==> config.mk <==
export PLATFORM = sky130hd
export DESIGN_NAME = afc_ram
export DESIGN_NICKNAME = d
export VERILOG_FILES = /design/src/afc_ram.sv
export SDC_FILE = /design/constraint.sdc
export NUM_CORES = 1
export LEC_CHECK = 0
export ABC_CLOCK_PERIOD_IN_PS = 2700
export BUFFER_PORTS_ARGS = -buffer_cell sky130_fd_sc_hd__buf_2
export CAP_MARGIN = 25
export CORE_UTILIZATION = 45
export CTS_BUF_LIST = sky130_fd_sc_hd__clkbuf_4
export DETAILED_ROUTE_END_ITERATION = 8
export GPL_TIMING_DRIVEN = 0
export PLACE_DENSITY_LB_ADDON = 0.15
export SYNTH_ARGS = -nofsm -noshare
export SYNTH_HDL_FRONTEND = slang
export SYNTH_SLANG_ARGS = --single-unit
==> constraint.sdc <==
create_clock -name clk -period 2.7 [get_ports clk]
set_clock_uncertainty 0.05 [all_clocks]
set_input_delay 0.135 -clock clk [delete_from_list [all_inputs] [get_ports clk]]
set_output_delay 0.135 -clock clk [all_outputs]
set_load 0.1 [all_outputs]
==> src/afc_ram.sv <==
// ----------------------------------------------------------------------------
// afc_ram
// Simple dual-port RAM with one write port and one registered read port.
// ----------------------------------------------------------------------------
module afc_ram #(
    parameter int WIDTH = 16,
    parameter int DEPTH = 16
) (
    input  logic                     clk,
    input  logic                     wr_en,
    input  logic [$clog2(DEPTH)-1:0] wr_addr,
    input  logic [WIDTH-1:0]         wr_data,
    input  logic                     rd_en,
    input  logic [$clog2(DEPTH)-1:0] rd_addr,
    output logic [WIDTH-1:0]         rd_data
);

    logic [WIDTH-1:0] mem [DEPTH];

    always_ff @(posedge clk)
    begin
        if (wr_en)
        begin
            mem[wr_addr] <= wr_data;
        end
        if (rd_en)
        begin
            rd_data <= mem[rd_addr];
        end
    end

endmodule

======== After elaboration in Yosys (flattened, before gate mapping) ========
Memories as Yosys holds them, arrays and structs flattened. A register that Yosys moved wholly into a read port is not among the register bits.
Cells that the tools add are included.
storage, ports and cells
  memories kept ........................... 1
  bits in registers ....................... 0
  bits of input ports ..................... 27
  RAM bits ................................ 256
  logic and storage cells ................. 3
  output and inout port bits .............. 16
cells by class
  mux-type cells .......................... 2
memory list
  memory  depth  bits a word  read ports  clocked after memory_dff  write ports  line  source
  mem     16     16           1           1                         1            18    logic [WIDTH-1:0] mem [DEPTH];
operator list
  operator  count
  $mux 1    2

======== Logic depth before layout (Yosys ltp) ========
Gate-level depths: netlist (run 1).
  word-level depth ........................ 2
  mapped depth ............................ 5
  gate-level depth less buffers ........... 3

======== Worst setup path before layout (run 1) ========
Ideal clock, no wire load.
  kind .................................... input -> register
  start ................................... in wr_addr[2]
  end ..................................... mem mem[0][0], enable pin
  setup time .............................. 0.409 ns
  stages .................................. 2
  path buffers ............................ 0
  arrival ................................. 1.781 ns
  slack ................................... 0.460 ns
  cell sequence ........................... or3b_2 nor3_1
RTL lines
  what             line  source
  start, declared  11    input logic [$clog2(DEPTH)-1:0] wr_addr,
  end, declared    18
Straight into the memory's write port.

======== Worst setup path after layout (run 1) ========
  start ................................... in wr_addr[1]
  end ..................................... mem mem[4][5], enable pin
Straight into the memory's write port.

==> flow_metrics.env, run 1 <==
export IMPL_r2r_start="mem[3][13]"
export IMPL_power_total_mw=8.84
export IMPL_ir_drop_mv=0.348
export IMPL_grt_max_degree=17
export IMPL_ys_types=18
export IMPL_period_share=0.663
export IMPL_post_dp_cell_area_um2=11100
export IMPL_firstDrtPassIters=7
export IMPL_p_leak_nw=4.09
export IMPL_dieArea_um2=23300
export IMPL_startpoint="wr_addr[1]"
export IMPL_io_pins=43
export IMPL_cts_inserted_buffers=71
export IMPL_worst_pin_slew_ns=0.904
export IMPL_syn_area_um2=10200
export IMPL_gp_congestion=0.702
export IMPL_dp_slack_ns=0.484
export IMPL_synth_avg_cell_area_um2=23.6
export IMPL_nets=612
export IMPL_grtUsageTotal=0.196
export IMPL_path_clk_slew_ns=0.06
export IMPL_start_util=0.463
export IMPL_combPwrFrac=0.069
export IMPL_hpwl_um=13900
export IMPL_die_h_um=153
export IMPL_reg2reg_depth=3
export IMPL_wl_per_cell_um=24.1
export IMPL_hold_path_class="input port to register"
export IMPL_slew_viol_final=0
export IMPL_drtAntennaViolNets=0
export IMPL_synth_seq_area_share=0.800
export IMPL_finalWirelength_um=21900
export IMPL_rows=54
export IMPL_worstPathRequired_ns=2.92
export IMPL_cts_tree="built"
export IMPL_syn2layout_area_growth_pct=19.7
export IMPL_finalHoldViolCount=0
export IMPL_ys_ff_latch=272
export IMPL_rsz0062_at_grt="no"
export IMPL_setup_ws_ns=0.910
export IMPL_syn_nets=459
export IMPL_setup_viol_count_final=0
export IMPL_insertion_delay_ns=0.64
export IMPL_drv_cap=0
export IMPL_cp_start_kind="input port"
export IMPL_status="finished, final reports clean"
export IMPL_num_vias=5042
export IMPL_worstPathArrival_ns=2.01
export IMPL_drive_gt1_frac=0.402
export IMPL_die_w_um=153
export IMPL_htree_levels=3
export IMPL_pwr_share_seq=0.540
export IMPL_dp_cells=771
export IMPL_slew_headroom=0.397
export IMPL_cts_root_buf="clkbuf_4"
export IMPL_r2r_end="rd_data[13]"
export IMPL_ys_warn_count=0
export IMPL_power_frac_clock=0.391
export IMPL_portBuffers=40
export IMPL_switching_share=0.221
export IMPL_core_um2=22000
export IMPL_power_switching_mw=1.96
export IMPL_crit_end="mem[4][5]"
export IMPL_p_int_mw=6.88
export IMPL_end_kind="register"
export IMPL_critPathKind="input port to register"
export IMPL_drt_iter0_markers=344
export IMPL_layout_cells_non_filler=911
export IMPL_holdWs_ns=0.0323
export IMPL_period_needed_ns=1.79
export IMPL_antenna_found_initial=1
export IMPL_avgViaCountPerCell=5.53
export IMPL_fillers=1714
export IMPL_ctsResizeCount=0
export IMPL_r2r_slack_ns=1.13
export IMPL_fmax_mhz=559
export IMPL_clockBufferDepth=3
export IMPL_stdcell_area_um2=12200
export IMPL_powerDensity_nw_per_um2=724
export IMPL_synthCells=432
export IMPL_overflow=0
export IMPL_drc=0
export IMPL_path_max_fanout=7
export IMPL_grt_pass1_wl_um=32400
export IMPL_clock_sinks=272
export IMPL_grt_pass1_vias=5317
-- placed cells by master, fill, tap and decap left out --
master         instances
edfxtp_1             272
clkbuf_4             110
mux4_2                54
buf_2                 43
a22oi_1               32
dlygate4sd3_1         20
nand2_1               17
nor2_2                12
mux4_1                10
buf_8                 10
buf_6                  9
clkbuf_1               8
clkinv_1               6
buf_4                  4
nor3_2                 4
buf_16                 4
buf_1                  3
nor2b_1                2
nand3b_1               2
nand2b_1               2
diode_2                1
and2_1                 1
nor2_1                 1
nand3_1                1
or3b_2                 1
bufinv_16              1
inv_2                  1
-- sequential cells by signal, indices dropped and copies added (netlist names) --
name and count:
mem 256, rd_data 16
-- cells by family (layout without fill, tap and decap cells) --
group                  after synthesis  in the layout  share of synthesized area
multiplexers                        64             64                      0.145
AND/OR/NAND/NOR                     43             43                     0.0189
AO/OA/AOI/OAI                       32             32                     0.0235
flip-flops                         272            272                      0.800
buffers and inverters               21            219                     0.0121
other                                0              1                          0
-- worst min-delay path by stage --
stage               startpoint         end  slack (ns)  depth (start not counted)
global placement    wr_data[6]   mem[0][6]        0.45                          1
global route        wr_addr[2]  mem[12][6]        0.02                          3
detailed placement  wr_data[7]   mem[1][7]        0.47                          1
finish              wr_addr[2]  mem[12][6]        0.03                          3
CTS                 wr_addr[3]   mem[3][6]       0.007                          3
floorplan           wr_data[0]   mem[0][0]        0.18                          0
-- cells in the mapped netlist --
cell | instances | area (µm²)
buf_4 | 3 | 22.5
buf_1 | 3 | 11.3
nand3b_1 | 2 | 15.0
clkbuf_1 | 8 | 30.0
nand2b_1 | 2 | 12.5
nor2_1 | 13 | 48.8
edfxtp_1 | 272 | 8170
a22oi_1 | 32 | 240
nand2_1 | 17 | 63.8
nand3_1 | 1 | 5.00
nor3_1 | 4 | 20.0
buf_2 | 3 | 15.0
or3b_2 | 1 | 8.76
mux4_1 | 10 | 263
and2_1 | 1 | 6.26
mux4_2 | 54 | 1220
buf_6 | 4 | 45.0
nor2b_1 | 2 | 12.5
-- routing by layer --
metal | share of wire | global-route usage
met1 | 0.43 | 0.258
met3 | 0.058 | 0.0475
met5 | 0 | 0
met4 | 0.017 | 0.0669
met2 | 0.50 | 0.322
-- metrics by stage --
stage | setup TNS (ns) | utilization
after detailed placement | 0 | 0.505
after floorplan | 0 | -
final | 0 | 0.554
after global placement | -51.19 | 0.488
after CTS | 0 | 0.554
after global routing | 0 | 0.554
-- power groups by stage --
stage | Sequential (mW) | Combinational (mW) | Clock, mW
6_report | 4.78 | 0.606 | 3.46
5_1_grt | 4.78 | 0.643 | 3.75
4_1_cts | 4.78 | 0.616 | 3.56
3_5_place_dp | 4.87 | 0.594 | 0
3_3_place_gp | 4.86 | 0.559 | 0
2_1_floorplan | 5.02 | 0.231 | 0
-- final cells by class --
type                    instances  area, µm²  share of cell area
repair buffers                 80        724              0.0593
clock buffers                 110        826              0.0676
flip-flops and latches        272       8170               0.669
clock inverters                 8       56.3             0.00461
well taps                     280        350              0.0287
plain buffers                  21        124              0.0101
multi-input cells             139       1960               0.161
diodes                          1       2.50            0.000205
-- worst max-delay path, cell delays in order --
cell           delay, ns
dlygate4sd3_1       0.53
buf_2               0.18
nor3_2              0.26
dlygate4sd3_1       0.90
-- timing repair --
action,in CTS,in global routing
setup buffers,0,0
endpoints found under the hold margin,301,0
hold buffers,20,0
No activity file was read; power rests on OpenSTA's default activity.
==> run 2, diff against run 1 <==
Settings changed: ABC_AREA set to 1, ABC_CLOCK_PERIOD_IN_PS 2700 to 1530.
Clock period 2.7 ns to 1.53 ns, I/O delays scaled along.
==> flow_metrics.env, run 2 <==
export IMPL_layout_commonest_cell="nand2_1"
export IMPL_slew_headroom=0.401
export IMPL_critPathTopFamily="buffers and inverters"
export IMPL_setup_viol_count_final=1
export IMPL_async_flop_share=0
export IMPL_synth_top_family_by_area="simple AND/OR/NAND/NOR gates"
export IMPL_worst_path_buf_inv=4
export IMPL_path_depth=6
export IMPL_hpwl_um=19700
export IMPL_power_total_mw=15.9
export IMPL_period_needed_ns=1.55
export IMPL_stdcell_area_um2=13600
export IMPL_synth_top_flop_cell="edfxtp_1"
export IMPL_critPathKind="input port to register"
export IMPL_clockBufferDepth=3
export IMPL_drv_cap=0
export IMPL_synth_compound_area_frac=0
export IMPL_gp_congestion=0.833
export IMPL_nets=1253
export IMPL_setup_ws_ns=-0.0150
export IMPL_synth_seq_area_share=0.708
export IMPL_synth_simple_area_share=0.201
export IMPL_dieArea_um2=26300
export IMPL_grtUsageTotal=0.237
export IMPL_period_share=1.01
export IMPL_grt_max_degree=17
export IMPL_post_cts_setup_buffers=0
export IMPL_worst_pin_slew_ns=0.899
export IMPL_slew_viol_final=0
export IMPL_finalWirelength_um=30000
export IMPL_worstPathArrival_ns=1.86
export IMPL_avgViaCountPerCell=4.95
export IMPL_cts_tree="built"
export IMPL_ir_drop_mv=0.580
export IMPL_wl_per_cell_um=18.7
export IMPL_path_max_fanout=4
export IMPL_htree_levels=3
export IMPL_grt_pass1_wl_um=44500
export IMPL_antenna_found_initial=1
export IMPL_powerDensity_nw_per_um2=1170
export IMPL_hold_path_class="input port to register"
export IMPL_drc=0
export IMPL_portBuffers=40
export IMPL_ys_types=12
export IMPL_ys_top_cells_by_area="edfxtp_1 71%, nand2_1 11%, nand3_1 8.4%, inv_1 6.4%, buf_4 1.2%"
export IMPL_fillers=2258
export IMPL_post_dp_cell_area_um2=12400
export IMPL_io_pins=43
export IMPL_num_vias=7945
export IMPL_clock_sinks=272
export IMPL_start_util=0.458
export IMPL_cts_root_buf="clkbuf_4"
export IMPL_syn2layout_area_growth_pct=17.6
export IMPL_drt_iter0_markers=689
export IMPL_final_cell_mix="341 x nand2_1, 272 x edfxtp_1, 196 x inv_1, 193 x nand3_1, 109 x clkbuf_4"
export IMPL_p_leak_nw=5.90
export IMPL_largest_register="mem"
export IMPL_cts_inserted_buffers=71
export IMPL_path_cells="dlygate4sd3_1 -> buf_2 -> inv_1 -> nand2_1 -> nor2_4 -> dlygate4sd3_1"
export IMPL_ys_warn_count=0
export IMPL_syn_nets=1101
export IMPL_worstPathRequired_ns=1.85
export IMPL_ys_ff_latch=272
export IMPL_status="finished, violations left"
export IMPL_slowest_stage="dlygate4sd3_1"
export IMPL_reg2reg_depth=6
export IMPL_path_clk_slew_ns=0.07
export IMPL_yosysMostFrequentCell="nand2_1"
export IMPL_syn_area_um2=11500
export IMPL_die_h_um=162
export IMPL_synth_avg_cell_area_um2=10.7
export IMPL_grt_pass1_vias=7544
export IMPL_synth_edf_count=272
export IMPL_end_kind="register"
export IMPL_finalHoldViolCount=0
export IMPL_rows=58
export IMPL_muxShareOfSynthArea=0
export IMPL_worstHoldPathCells=3
export IMPL_cp_start_kind="input port"
export IMPL_die_w_um=162
export IMPL_overflow=0
export IMPL_insertion_delay_ns=0.70
export IMPL_core_um2=25200
export IMPL_synth_top_area_share=0.708
export IMPL_max_stage_delay_ns=0.60
export IMPL_drtAntennaViolNets=0
export IMPL_synthCells=1074
export IMPL_synth_adder_area_share=0
export IMPL_top_regs="mem: 256 flops, rd_data: 16 flops"
export IMPL_fin_util=0.539
export IMPL_drive_gt1_frac=0.181
export IMPL_yosys_area_top_type="edfxtp_1"
export IMPL_synth_common_cells="341 x nand2_1, 272 x edfxtp_1, 196 x inv_1, 193 x nand3_1, 19 x buf_2"
export IMPL_violations="setup timing"
export IMPL_critPathMostFrequentCell="dlygate4sd3_1"
export IMPL_synth_xor_area_frac=0
export IMPL_firstDrtPassIters=6
export IMPL_largest_reg_flops=256
export IMPL_fmax_mhz=647
==> run 2: layer usage <==
| layer | wire, µm | vias up | part of all wire | GRT usage |
|---|---|---|---|---|
| met5 | 0 | - | 0 | 0 |
| met4 | 874 | 0 | 0.029 | 0.105 |
| met3 | 2580 | 62 | 0.086 | 0.0513 |
| met2 | 13700 | 365 | 0.46 | 0.370 |
| met1 | 12800 | 3690 | 0.43 | 0.319 |
| li1 | - | 3828 | - | - |
==> run 2: worst min-delay path: stages <==
cell and delay [ns]:
buf_2 0.13, nand3_1 0.22, nor2_2 0.15
==> run 2: kinds of logic (layout without fill, tap and decap cells) <==
kind of cell	after synthesis	count (layout)
buffers and inverters	249	449
DFF	272	272
other	0	1
and+or+nand+nor	553	553
==> run 2: worst paths after layout <==
check             start           to  slack, ns
max          wr_addr[1]    mem[4][7]      -0.02
max reg2reg   mem[0][3]   rd_data[3]       0.27
min reg2reg  mem[13][7]   rd_data[7]       0.69
min          wr_addr[2]  mem[12][14]       0.07
==> run 2: metrics by stage <==
step / TNS (ns) / hold WS, ns / worst slack [ns] / instances
after floorplan: 0 / 0.125 / 0.104 / 1074
after CTS: 0 / 0.000449 / 0.0172 / 1603
after global placement: -182.22 / 0.422 / -0.784 / 1444
final: -0.0150 / 0.0654 / -0.0150 / 1605
after global routing: -0.00685 / 0.0354 / -0.00685 / 1605
after detailed placement: -10.22 / 0.426 / -0.254 / 1459
==> run 2: what timing repair did <==
action                                  in CTS  in global routing
hold endpoints to repair                   295                  0
endpoints found under the setup margin      16                 10
cloned                                       0                  0
hold buffers                                23                  0
gates resized for setup                     16                  5
==> run 2: final cells by class <==
cell class / count / area [µm²] / share of cell area
plain buffers: 51 / 308 / 0.0227
repair buffers: 79 / 708 / 0.0522
inverters: 198 / 743 / 0.0547
well taps: 330 / 413 / 0.0304
diodes: 1 / 2.50 / 0.000184
clock buffers: 109 / 818 / 0.0603
flip-flops and latches: 272 / 8170 / 0.602
clock inverters: 12 / 47.5 / 0.00350
multi-input cells: 553 / 2370 / 0.175
==> run 2: report_power, final <==
group	leakage [nW]	internal [mW]	total [mW]	switching, mW
combinational	2.90	0.370	1.42	1.05
clock	0.533	3.22	6.10	2.88
sequential	2.47	8.39	8.43	0.0367
total	5.90	12.0	15.9	3.96
==> run 3, diff against run 2 <==
--- a/config.mk
+++ b/config.mk
@@ -19 +19,2 @@
 export SYNTH_SLANG_ARGS = --single-unit
+export TNS_END_PERCENT = 30
==> constraint.sdc (replaced) <==
create_clock -name clk -period 1.53 [get_ports clk]
set_clock_uncertainty 0.05 [all_clocks]
set_input_delay 0.153 -clock clk [delete_from_list [all_inputs] [get_ports clk]]
set_output_delay 0.153 -clock clk [all_outputs]
set_load 0.1 [all_outputs]
==> flow_metrics.env, run 3 (same netlist as run 2, synthesis figures left out) <==
export IMPL_status="finished, final reports clean"
export IMPL_setup_viol_count_final=0
export IMPL_post_cts_setup_buffers=0
export IMPL_io_pins=43
export IMPL_fin_setup_tns_ns=0
export IMPL_multi_input_area_um2=2360
export IMPL_fillers=2256
export IMPL_hold_path_class="input port to register"
export IMPL_nets=1250
export IMPL_rows=58
export IMPL_drc=0
export IMPL_finalHoldViolCount=0
export IMPL_layout_commonest_cell="nand2_1"
export IMPL_top_regs="mem: 256 flops, rd_data: 16 flops"
export IMPL_p_leak_nw=5.88
export IMPL_end_kind="output pin"
export IMPL_finalWirelength_um=30000
export IMPL_start_util=0.458
export IMPL_avgViaCountPerCell=4.96
export IMPL_holdWs_ns=0.0940
export IMPL_path_max_fanout=1
export IMPL_core_um2=25200
export IMPL_period_share=0.965
export IMPL_setup_ws_ns=0.0538
export IMPL_dp_slack_ns=-0.331
export IMPL_clockBufferDepth=3
export IMPL_largest_register="mem"
export IMPL_die_h_um=162
export IMPL_regArea_um2=8170
export IMPL_drv_cap=0
export IMPL_fin_util=0.538
export IMPL_worst_pin_slew_ns=0.898
export IMPL_drive_gt1_frac=0.179
export IMPL_worst_path_buf_inv=1
export IMPL_die_w_um=162
export IMPL_ir_drop_mv=0.580
export IMPL_num_vias=7947
export IMPL_clock_sinks=272
export IMPL_power_total_mw=15.9
export IMPL_drtAntennaViolNets=0
export IMPL_path_clk_slew_ns=0.06
export IMPL_post_dp_cell_area_um2=12400
export IMPL_cts_tree="built"
export IMPL_cts_inserted_buffers=71
export IMPL_slew_headroom=0.401
export IMPL_layout_cells_non_filler=1602
export IMPL_fmax_mhz=677
export IMPL_stdcell_area_um2=13600
export IMPL_grt_max_degree=17
export IMPL_grtUsageTotal=0.237
export IMPL_syn2layout_area_growth_pct=17.5
export IMPL_overflow=0
export IMPL_htree_levels=3
export IMPL_cp_start_kind="register"
export IMPL_drt_iter0_markers=770
export IMPL_dp_cells=1459
export IMPL_portBuffers=40
export IMPL_antenna_found_initial=1
export IMPL_max_stage_delay_ns=0.33
export IMPL_critPathTopFamily="flip-flops"
export IMPL_firstDrtPassIters=6
export IMPL_worstPathArrival_ns=1.27
export IMPL_worstPathRequired_ns=1.33
export IMPL_largest_reg_flops=256
export IMPL_wl_per_cell_um=18.7
export IMPL_powerDensity_nw_per_um2=1170
export IMPL_period_needed_ns=1.48
export IMPL_slowest_stage="edfxtp_1"
export IMPL_gp_congestion=0.833
export IMPL_grt_pass1_wl_um=44300
export IMPL_path_cells="buf_4"
export IMPL_dieArea_um2=26300
export IMPL_cts_root_buf="clkbuf_4"
export IMPL_slew_viol_final=0
export IMPL_rsz0062_at_grt="no"
export IMPL_final_cell_mix="341 x nand2_1, 272 x edfxtp_1, 196 x inv_1, 193 x nand3_1, 109 x clkbuf_4"
export IMPL_insertion_delay_ns=0.69
export IMPL_critPathKind="register to output pin"
export IMPL_grt_pass1_vias=7504
export IMPL_hpwl_um=19700
==> run 3: cell count changes in the layout (fill, tap and decap cells not counted), sizes merged <==
cell         before  now
dlygate4sd3      23   20
==> run 3: path summary, 6_finish.rpt <==
path	start	endpoint	slack, ns	cells after the start
setup reg to reg	mem[0][3]	rd_data[3]	0.25	6
hold / removal	wr_addr[2]	mem[4][7]	0.09	3
setup / recovery	rd_data[0]	rd_data[0]	0.05	1
hold reg to reg	mem[13][7]	rd_data[7]	0.69	6
==> run 3: layout make-up <==
cell class	count	share of cell area
diodes	1	0.000185
flip-flops and latches	272	0.603
multi-input cells	553	0.174
clock buffers	109	0.0604
repair buffers	76	0.0511
clock inverters	12	0.00351
plain buffers	51	0.0225
inverters	198	0.0548
well taps	330	0.0305
==> run 3: where the power goes <==
group | switching (mW) | internal [mW]
clock | 2.85 | 3.22
sequential | 0.0384 | 8.39
combinational | 1.04 | 0.371
==> run 3: timing repair <==
item,4_1_cts,5_1_grt
hold endpoints to repair,278,0
setup endpoints to repair,16,1
hold buffers,20,0
pin swaps,0,0
gates resized for setup,19,1
==> run 3: metal layers <==
layer | GRT usage | part of all wire | up-vias
li1 | - | - | 3825
met1 | 0.319 | 0.43 | 3685
met2 | 0.368 | 0.46 | 368
met4 | 0.106 | 0.032 | 0
met3 | 0.0511 | 0.087 | 69
met5 | 0 | 0 | -
